[config.mk]
export PLATFORM = sky130hd
export DESIGN_NAME = replicate_border_padder_unit
export DESIGN_NICKNAME = d
export VERILOG_FILES = /design/src/hw/rtl/rbp_pkg.sv /design/src/hw/rtl/replicate_border_padder_unit.sv /design/src/hw/rtl/rbp_front.sv /design/src/hw/rtl/rbp_queue.sv /design/src/hw/rtl/rbp_back.sv
export SDC_FILE = /design/constraint.sdc
export NUM_CORES = 1
export LEC_CHECK = 0
export ABC_AREA = 1
export BUFFER_PORTS_ARGS = -buffer_cell sky130_fd_sc_hd__buf_2
export CORE_MARGIN = 2
export CORE_UTILIZATION = 40
export CTS_BUF_LIST = sky130_fd_sc_hd__clkbuf_8
export CTS_CLUSTER_DIAMETER = 50
export DETAILED_ROUTE_END_ITERATION = 12
export SYNTH_ARGS = -nofsm -noshare
export SYNTH_HDL_FRONTEND = slang
export SYNTH_SLANG_ARGS = --single-unit
[constraint.sdc]
create_clock -name aclk -period 4.97 [get_ports aclk]
set_input_delay 0.994 -clock aclk [delete_from_list [all_inputs] [get_ports aclk]]
set_output_delay 0.994 -clock aclk [all_outputs]
set_load 0.02 [all_outputs]
[src/hw/rtl/rbp_pkg.sv]
// shared types and constants of the replicate border padder
package rbp_pkg;

    localparam int MAX_DIM        = 4096;
    localparam int MAX_RADIUS     = 7;
    localparam int DIM_W          = 13;
    localparam int CNT_W          = 12;
    localparam int RAD_W          = 3;
    localparam int PIX_W          = 8;
    localparam int QUEUE_DEPTH    = 4;

    localparam logic [DIM_W-1:0] MIN_DIM_C    = DIM_W'(2);
    localparam logic [DIM_W-1:0] MAX_DIM_C    = DIM_W'(MAX_DIM);
    localparam logic [RAD_W-1:0] MAX_RADIUS_C = RAD_W'(MAX_RADIUS);

    localparam logic [1:0] REG_WIDTH  = 2'd0;
    localparam logic [1:0] REG_HEIGHT = 2'd1;
    localparam logic [1:0] REG_RADIUS = 2'd2;

    typedef struct packed {
        logic [DIM_W-1:0] width;
        logic [DIM_W-1:0] height;
        logic [RAD_W-1:0] radius;
    } rbp_cfg_t;

    typedef struct packed {
        logic [CNT_W-1:0] col;
        logic [CNT_W-1:0] row;
        logic [PIX_W-1:0] value;
        logic             top;
        logic             bottom;
        logic             left;
        logic             right;
    } rbp_desc_t;

    typedef enum logic [3:0] {
        PH_OWN,
        PH_TOP,
        PH_BOTTOM,
        PH_LEFT,
        PH_RIGHT,
        PH_TL,
        PH_TR,
        PH_BL,
        PH_BR
    } rbp_phase_t;

endpackage

[src/hw/rtl/replicate_border_padder_unit.sv]
// top level of the replicate border padder
// Pixels of a width-by-height grayscale image enter in raster order and leave as writes into
// a padded image of (width + 2r) by (height + 2r), with edge pixels copied outward into the
// border and each pixel's final write marked by m_tlast. A pixel is taken every cycle while
// the descriptor queue has room; the write sequencer issues one write per cycle unless
// m_tready stalls the output, so a pixel gives 1 write inside the image, 1 + r on an edge and
// 1 + 2r + r*r on a corner. Any register write restarts the frame and is to be done while no
// pixel is in flight.
module replicate_border_padder_unit #(
    parameter int QUEUE_DEPTH = rbp_pkg::QUEUE_DEPTH
) (
    input  logic                         aclk,
    input  logic                         aresetn,
    input  logic                         cfg_valid,
    output logic                         cfg_ready,
    input  logic [1:0]                   cfg_index,
    input  logic [rbp_pkg::DIM_W-1:0]    cfg_data,
    input  logic                         s_tvalid,
    output logic                         s_tready,
    input  logic [7:0]                   s_tdata,   // pixel_value
    output logic                         m_tvalid,
    input  logic                         m_tready,
    output logic [39:0]                  m_tdata,   // out_x, out_y, out_value, zero fill
    output logic                         m_tlast    // last_copy
);
    import rbp_pkg::*;

    rbp_cfg_t         cfg;
    rbp_desc_t        push_desc, pop_desc;
    logic             q_push, q_pop, q_full, q_empty;
    logic [DIM_W-1:0] out_x, out_y;
    logic [PIX_W-1:0] out_value;

    rbp_front u_front (
        .aclk      (aclk),
        .aresetn   (aresetn),
        .cfg_valid (cfg_valid),
        .cfg_ready (cfg_ready),
        .cfg_index (cfg_index),
        .cfg_data  (cfg_data),
        .s_tvalid  (s_tvalid),
        .s_tready  (s_tready),
        .s_tdata   (s_tdata),
        .q_full    (q_full),
        .q_push    (q_push),
        .q_desc    (push_desc),
        .cfg       (cfg)
    );

    rbp_queue #(
        .DEPTH (QUEUE_DEPTH)
    ) u_queue (
        .aclk      (aclk),
        .aresetn   (aresetn),
        .push      (q_push),
        .push_desc (push_desc),
        .pop       (q_pop),
        .pop_desc  (pop_desc),
        .full      (q_full),
        .empty     (q_empty)
    );

    rbp_back u_back (
        .aclk      (aclk),
        .aresetn   (aresetn),
        .cfg       (cfg),
        .q_empty   (q_empty),
        .q_desc    (pop_desc),
        .q_pop     (q_pop),
        .m_tvalid  (m_tvalid),
        .m_tready  (m_tready),
        .out_x     (out_x),
        .out_y     (out_y),
        .out_value (out_value),
        .m_tlast   (m_tlast)
    );

    assign m_tdata = {6'b0, out_value, out_y, out_x};

endmodule

[src/hw/rtl/rbp_front.sv]
// front end: configuration registers, raster counters and edge classification
module rbp_front (
    input  logic                         aclk,
    input  logic                         aresetn,
    input  logic                         cfg_valid,
    output logic                         cfg_ready,
    input  logic [1:0]                   cfg_index,
    input  logic [rbp_pkg::DIM_W-1:0]    cfg_data,
    input  logic                         s_tvalid,
    output logic                         s_tready,
    input  logic [rbp_pkg::PIX_W-1:0]    s_tdata,
    input  logic                         q_full,
    output logic                         q_push,
    output rbp_pkg::rbp_desc_t           q_desc,
    output rbp_pkg::rbp_cfg_t            cfg
);
    import rbp_pkg::*;

    logic [DIM_W-1:0] width_reg, width_next;
    logic [DIM_W-1:0] height_reg, height_next;
    logic [RAD_W-1:0] radius_reg, radius_next;
    logic [CNT_W-1:0] col_reg, col_next;
    logic [CNT_W-1:0] row_reg, row_next;
    logic [DIM_W-1:0] w_eff, h_eff;
    logic             accept;
    logic             top, bottom, left, right;

    assign cfg_ready = 1'b1;
    assign s_tready  = !q_full;
    assign accept    = s_tvalid && !q_full;

    always_comb begin
        priority if (width_reg < MIN_DIM_C) w_eff = MIN_DIM_C;
        else if (width_reg > MAX_DIM_C)     w_eff = MAX_DIM_C;
        else                                w_eff = width_reg;
        priority if (height_reg < MIN_DIM_C) h_eff = MIN_DIM_C;
        else if (height_reg > MAX_DIM_C)     h_eff = MAX_DIM_C;
        else                                 h_eff = height_reg;
    end

    assign cfg.width  = w_eff;
    assign cfg.height = h_eff;
    assign cfg.radius = (radius_reg > MAX_RADIUS_C) ? MAX_RADIUS_C : radius_reg;

    assign top    = (row_reg == '0);
    assign bottom = (DIM_W'(row_reg) == h_eff - DIM_W'(1));
    assign left   = (col_reg == '0);
    assign right  = (DIM_W'(col_reg) == w_eff - DIM_W'(1));

    assign q_push       = accept;
    assign q_desc.col   = col_reg;
    assign q_desc.row   = row_reg;
    assign q_desc.value = s_tdata;
    assign q_desc.top    = top;
    assign q_desc.bottom = bottom;
    assign q_desc.left   = left;
    assign q_desc.right  = right;

    always_comb begin
        width_next  = width_reg;
        height_next = height_reg;
        radius_next = radius_reg;
        col_next    = col_reg;
        row_next    = row_reg;
        if (accept) begin
            if (right) begin
                col_next = '0;
                row_next = bottom ? '0 : row_reg + CNT_W'(1);
            end else begin
                col_next = col_reg + CNT_W'(1);
            end
        end
        if (cfg_valid) begin
            unique case (cfg_index)
                REG_WIDTH: begin
                    width_next = cfg_data;
                    col_next   = '0;
                    row_next   = '0;
                end
                REG_HEIGHT: begin
                    height_next = cfg_data;
                    col_next    = '0;
                    row_next    = '0;
                end
                REG_RADIUS: begin
                    radius_next = cfg_data[RAD_W-1:0];
                    col_next    = '0;
                    row_next    = '0;
                end
                default: begin
                end
            endcase
        end
    end

    always_ff @(posedge aclk) begin
        if (!aresetn) begin
            width_reg  <= DIM_W'(640);
            height_reg <= DIM_W'(480);
            radius_reg <= RAD_W'(1);
            col_reg    <= '0;
            row_reg    <= '0;
        end else begin
            width_reg  <= width_next;
            height_reg <= height_next;
            radius_reg <= radius_next;
            col_reg    <= col_next;
            row_reg    <= row_next;
        end
    end

endmodule

[src/hw/rtl/rbp_queue.sv]
// small descriptor queue between front end and write sequencer
module rbp_queue #(
    parameter int DEPTH = rbp_pkg::QUEUE_DEPTH
) (
    input  logic               aclk,
    input  logic               aresetn,
    input  logic               push,
    input  rbp_pkg::rbp_desc_t push_desc,
    input  logic               pop,
    output rbp_pkg::rbp_desc_t pop_desc,
    output logic               full,
    output logic               empty
);
    import rbp_pkg::*;

    localparam int PTR_W = (DEPTH > 1) ? $clog2(DEPTH) : 1;
    localparam int CNT_W_Q = $clog2(DEPTH + 1);
    localparam logic [PTR_W-1:0]   LAST_PTR = PTR_W'(DEPTH - 1);
    localparam logic [CNT_W_Q-1:0] FULL_CNT = CNT_W_Q'(DEPTH);

    rbp_desc_t          mem_reg [DEPTH];
    logic [PTR_W-1:0]   wr_ptr_reg, wr_ptr_next;
    logic [PTR_W-1:0]   rd_ptr_reg, rd_ptr_next;
    logic [CNT_W_Q-1:0] cnt_reg, cnt_next;
    logic               do_push, do_pop;

    assign full     = (cnt_reg == FULL_CNT);
    assign empty    = (cnt_reg == '0);
    assign do_push  = push && !full;
    assign do_pop   = pop && !empty;
    assign pop_desc = mem_reg[rd_ptr_reg];

    always_comb begin
        wr_ptr_next = wr_ptr_reg;
        rd_ptr_next = rd_ptr_reg;
        cnt_next    = cnt_reg;
        if (do_push) begin
            wr_ptr_next = (wr_ptr_reg == LAST_PTR) ? '0 : wr_ptr_reg + PTR_W'(1);
        end
        if (do_pop) begin
            rd_ptr_next = (rd_ptr_reg == LAST_PTR) ? '0 : rd_ptr_reg + PTR_W'(1);
        end
        if (do_push && !do_pop) begin
            cnt_next = cnt_reg + CNT_W_Q'(1);
        end else if (do_pop && !do_push) begin
            cnt_next = cnt_reg - CNT_W_Q'(1);
        end
    end

    always_ff @(posedge aclk) begin
        if (do_push) begin
            mem_reg[wr_ptr_reg] <= push_desc;
        end
    end

    always_ff @(posedge aclk) begin
        if (!aresetn) begin
            wr_ptr_reg <= '0;
            rd_ptr_reg <= '0;
            cnt_reg    <= '0;
        end else begin
            wr_ptr_reg <= wr_ptr_next;
            rd_ptr_reg <= rd_ptr_next;
            cnt_reg    <= cnt_next;
        end
    end

endmodule

[src/hw/rtl/rbp_back.sv]
// back end: walks the own and border writes of one pixel into the output register
module rbp_back (
    input  logic                        aclk,
    input  logic                        aresetn,
    input  rbp_pkg::rbp_cfg_t           cfg,
    input  logic                        q_empty,
    input  rbp_pkg::rbp_desc_t          q_desc,
    output logic                        q_pop,
    output logic                        m_tvalid,
    input  logic                        m_tready,
    output logic [rbp_pkg::DIM_W-1:0]   out_x,
    output logic [rbp_pkg::DIM_W-1:0]   out_y,
    output logic [rbp_pkg::PIX_W-1:0]   out_value,
    output logic                        m_tlast
);
    import rbp_pkg::*;

    rbp_phase_t       phase_reg, phase_next;
    logic             active_reg, active_next;
    rbp_desc_t        desc_reg, desc_next;
    logic [RAD_W-1:0] i_reg, i_next;
    logic [RAD_W-1:0] j_reg, j_next;
    logic             m_tvalid_reg, m_tvalid_next;
    logic [DIM_W-1:0] x_reg, x_next;
    logic [DIM_W-1:0] y_reg, y_next;
    logic [PIX_W-1:0] val_reg, val_next;
    logic             last_reg, last_next;

    logic [8:0]       en;
    logic             has_next;
    rbp_phase_t       nxt;
    logic             rz, i_end, j_end, seg_end, is_last, advance, is_block;
    logic [RAD_W-1:0] rm1;
    logic [DIM_W-1:0] r13, c_r, y_r, w_r, h_r, xi, xj;
    logic [DIM_W-1:0] x_cur, y_cur;

    assign m_tvalid  = m_tvalid_reg;
    assign out_x     = x_reg;
    assign out_y     = y_reg;
    assign out_value = val_reg;
    assign m_tlast   = last_reg;

    assign rz  = (cfg.radius != '0);
    assign rm1 = cfg.radius - RAD_W'(1);
    assign r13 = DIM_W'(cfg.radius);
    assign c_r = DIM_W'(desc_reg.col) + r13;
    assign y_r = DIM_W'(desc_reg.row) + r13;
    assign w_r = cfg.width + r13;
    assign h_r = cfg.height + r13;
    assign xi  = DIM_W'(i_reg);
    assign xj  = DIM_W'(j_reg);

    assign en[0] = 1'b1;
    assign en[1] = rz && desc_reg.top;
    assign en[2] = rz && desc_reg.bottom;
    assign en[3] = rz && desc_reg.left;
    assign en[4] = rz && desc_reg.right;
    assign en[5] = rz && desc_reg.top && desc_reg.left;
    assign en[6] = rz && desc_reg.top && desc_reg.right;
    assign en[7] = rz && desc_reg.bottom && desc_reg.left;
    assign en[8] = rz && desc_reg.bottom && desc_reg.right;

    always_comb begin
        has_next = 1'b0;
        nxt      = PH_OWN;
        for (int k = 8; k >= 1; k--) begin
            if (en[k] && (4'(k) > phase_reg)) begin
                has_next = 1'b1;
                nxt      = rbp_phase_t'(4'(k));
            end
        end
    end

    assign i_end = (i_reg == rm1);
    assign j_end = (j_reg == rm1);

    always_comb begin
        seg_end  = 1'b1;
        is_block = 1'b0;
        x_cur    = c_r;
        y_cur    = y_r;
        unique case (phase_reg)
            PH_OWN: begin
                seg_end = 1'b1;
            end
            PH_TOP: begin
                seg_end = i_end;
                y_cur   = xi;
            end
            PH_BOTTOM: begin
                seg_end = i_end;
                y_cur   = h_r + xi;
            end
            PH_LEFT: begin
                seg_end = i_end;
                x_cur   = xi;
            end
            PH_RIGHT: begin
                seg_end = i_end;
                x_cur   = w_r + xi;
            end
            PH_TL: begin
                seg_end  = i_end && j_end;
                is_block = 1'b1;
                x_cur    = xi;
                y_cur    = xj;
            end
            PH_TR: begin
                seg_end  = i_end && j_end;
                is_block = 1'b1;
                x_cur    = w_r + xi;
                y_cur    = xj;
            end
            PH_BL: begin
                seg_end  = i_end && j_end;
                is_block = 1'b1;
                x_cur    = xi;
                y_cur    = h_r + xj;
            end
            PH_BR: begin
                seg_end  = i_end && j_end;
                is_block = 1'b1;
                x_cur    = w_r + xi;
                y_cur    = h_r + xj;
            end
            default: begin
                seg_end = 1'b1;
            end
        endcase
    end

    assign is_last = seg_end && !has_next;
    assign advance = active_reg && (!m_tvalid_reg || m_tready);

    always_comb begin
        phase_next    = phase_reg;
        active_next   = active_reg;
        desc_next     = desc_reg;
        i_next        = i_reg;
        j_next        = j_reg;
        m_tvalid_next = m_tvalid_reg;
        x_next        = x_reg;
        y_next        = y_reg;
        val_next      = val_reg;
        last_next     = last_reg;
        q_pop         = 1'b0;

        if (m_tvalid_reg && m_tready) begin
            m_tvalid_next = 1'b0;
        end

        if (advance) begin
            m_tvalid_next = 1'b1;
            x_next        = x_cur;
            y_next        = y_cur;
            val_next      = desc_reg.value;
            last_next     = is_last;
            if (seg_end) begin
                if (has_next) begin
                    phase_next = nxt;
                    i_next     = '0;
                    j_next     = '0;
                end else begin
                    active_next = 1'b0;
                end
            end else if (is_block && i_end) begin
                i_next = '0;
                j_next = j_reg + RAD_W'(1);
            end else begin
                i_next = i_reg + RAD_W'(1);
            end
        end

        if ((!active_reg || (advance && is_last)) && !q_empty) begin
            q_pop       = 1'b1;
            desc_next   = q_desc;
            phase_next  = PH_OWN;
            i_next      = '0;
            j_next      = '0;
            active_next = 1'b1;
        end
    end

    always_ff @(posedge aclk) begin
        desc_reg <= desc_next;
        i_reg    <= i_next;
        j_reg    <= j_next;
        x_reg    <= x_next;
        y_reg    <= y_next;
        val_reg  <= val_next;
        last_reg <= last_next;
    end

    always_ff @(posedge aclk) begin
        if (!aresetn) begin
            phase_reg    <= PH_OWN;
            active_reg   <= 1'b0;
            m_tvalid_reg <= 1'b0;
        end else begin
            phase_reg    <= phase_next;
            active_reg   <= active_next;
            m_tvalid_reg <= m_tvalid_next;
        end
    end

endmodule
==> impl_metrics.tcl <==
set metrics [dict create \
    status "finished, final reports clean" \
    cts_max_level 2 \
    core_sq_um 35700 \
    cts-buffers-inserted 50 \
    synth_area_sq_um 14500 \
    start_util 0.407 \
    drt-total-wl_microns 37900 \
    tritoncts "built" \
    ys_seq_area_frac 0.544 \
    grtUsageTotal 0.200 \
    tns_ps 0 \
    synth.distinct_cells 53 \
    critical_path.most_common_cell "nand2_1" \
    clk_pin_slew_worst_paths_ps 60 \
    fp.dieW_microns 195 \
    cp_data_arrival_time_ps 4450 \
    path_max_fanout 27 \
    postCtsSetupBuffers 0 \
    route.detailed.drc 0 \
    ir_drop_v 0.000229 \
    syn_inst 1613 \
    diodes 0 \
    first_pass_iters 5 \
    nets 1756 \
    largest_register_ff_count 144 \
    maxCapViolCount 0 \
    num-fill-cells 3436 \
    crit_required_ps 5330 \
    cts_resized 0 \
    final_common_cell "nand2_1" \
    stdcell_area_sq_um 16200 \
    antenna_found_initial 1 \
    min_path_type "flop to flop" \
    hold_buffers 0 \
    grt_overflow_total 0 \
    wire_per_inst_microns 17.3 \
    dpl.hpwl_microns 26600 \
    areaGrowthSynthToFinish_pct 11.8 \
    synthFlopType "edfxtp_1" \
    viasPerCell 5.19 \
    postLayoutCoreUtil 0.455 \
    ys_ff_latch 287 \
    clk_path_buf_depth 3 \
    fin_crit_ps 4090 \
    hold_viol_final 0 \
    seqCellArea_sq_um 7900 \
    ios 72 \
    cpPeakStageDelay_ps 390 \
    p_leak_nw 6.65 \
    grt_pass1_wl_microns 59500 \
    drive_gt1_frac 0.112 \
    cts.sinks 287 \
    clock.fmax_ghz 0.245 \
    die-area_sq_um 37800 \
    worst-path-buf-inv 3 \
    cp-end-kind "flop" \
    multiInputGateArea_sq_um 5630 \
    yosys_warnings 0 \
    grt_max_degree 75 \
    power_density_nw_per_um2 494 \
    root_buffer "clkbuf_8" \
    io_buffers 64 \
    rsz0062_at_grt "false" \
    grt_pass1_vias 11000 \
    async_flop_share 0 \
    mostFrequentLayoutCells "nand2_1, nor2_1, edfxtp_1" \
    clock_skew_ps 34.0 \
    drt_iter0_markers 979 \
    num_rows 69 \
    setup_viol 0 \
    post-route-period-util 0.823 \
    ant_nets 0 \
    worstSetupPathType "flop to flop" \
    crit_path_start_kind "flop" \
    crit_chain "nor2_1 -> nand2_1 -> nor2_2 -> nand2_1 -> nand2_4 -> nand3_2 -> inv_1 -> ha_1 -> inv_1 -> fa_1 -> xnor2_1 -> ha_1 -> a21oi_1 -> inv_1 -> a31oi_1 -> or2_1 -> nor2_1 -> nand2_1 -> nor2_1 -> nand2_1 -> nor2_1 -> nand4_1 -> nand2_1 -> o22ai_1" \
    num_vias 11400 \
    max_slew.worst_pin.slew_ps 1120 \
    syn_avg_cell_area_sq_um 9.00 \
    clock_latency_ps 630 \
    drv_slew 0 \
    globalplace.congestion 0.917 \
    place_area_sq_um 15300 \
    synth_edf_count 215 \
    crit_family "simple AND/OR/NAND/NOR gates" \
    cp_slowest_cell "dfxtp_1" \
    relSlewSlack 0.246 \
    die_h_microns 195 \
]
## routing by layer
metal  vias up  part of all wire  GRT usage
li1       5609                 -          -
met1      5378              0.47      0.274
met2       315              0.45      0.321
met3        57             0.058     0.0363
met4         2             0.022     0.0670
met5         -           0.00029          0
## cell usage after synthesis, drive strengths merged, types with 11 or more instances
master / n / area [sq um]
clkbuf: 37 / 139
o22ai: 43 / 269
o211ai: 11 / 82.6
a21oi: 64 / 320
buf: 20 / 166
inv: 193 / 724
ha: 29 / 363
nor2: 235 / 943
nor3: 18 / 95.1
nand3: 97 / 495
edfxtp: 215 / 6460
nand2: 306 / 1220
xor2: 33 / 289
nand4: 24 / 150
dfxtp: 72 / 1440
o21ai: 149 / 761
## kinds of logic after synthesis
group / synth area share
XOR/XNOR: 0.0223
other: 0.000517
flip-flops: 0.544
AND/OR/NAND/NOR: 0.209
adder cells (fa/ha/maj): 0.0374
AO/OA/AOI/OAI: 0.115
buffers and inverters: 0.0720
## final timing paths
kind | startpoint | to | slack, ps | cells after the start
max | u_front.height_reg[6] | u_back.out_y[11] | 880 | 24
min | u_back.desc_reg[10] | u_back.out_value[6] | 420 | 0
max reg2reg | u_front.height_reg[6] | u_back.out_y[11] | 880 | 24
min reg2reg | u_back.desc_reg[10] | u_back.out_value[6] | 420 | 0
## per-stage QoR
stage / worst slack [ps] / hold slack (ps) / cells / power [mW]
global route: 448 / 442 / 2189 / 8.51
global placement: 1030 / 406 / 2099 / 5.91
floorplan: 1480 / 400 / 1618 / 5.11
detailed placement: 930 / 409 / 2099 / 5.95
CTS: 933 / 425 / 2189 / 8.09
finish: 882 / 422 / 2189 / 8.01
## layout make-up
type                            instances  area share
Sequential cell                       287       0.487
Multi-Input combinational cell       1077       0.347
Inverter                              197      0.0456
Clock buffer                           50      0.0424
Tap cell                              461      0.0356
Timing Repair Buffer                   77      0.0258
Clock inverter                         40      0.0169
## power breakdown
| group | leakage (nW) | switching [mW] | total, mW | internal [mW] |
|---|---|---|---|---|
| Clock | 0.546 | 1.00 | 2.11 | 1.11 |
| Sequential | 2.64 | 0.278 | 3.51 | 3.24 |
| Combinational | 3.47 | 1.66 | 2.38 | 0.718 |
| Total | 6.65 | 2.94 | 8.01 | 5.06 |
Note: power is estimated with default switching activity, not from simulation.
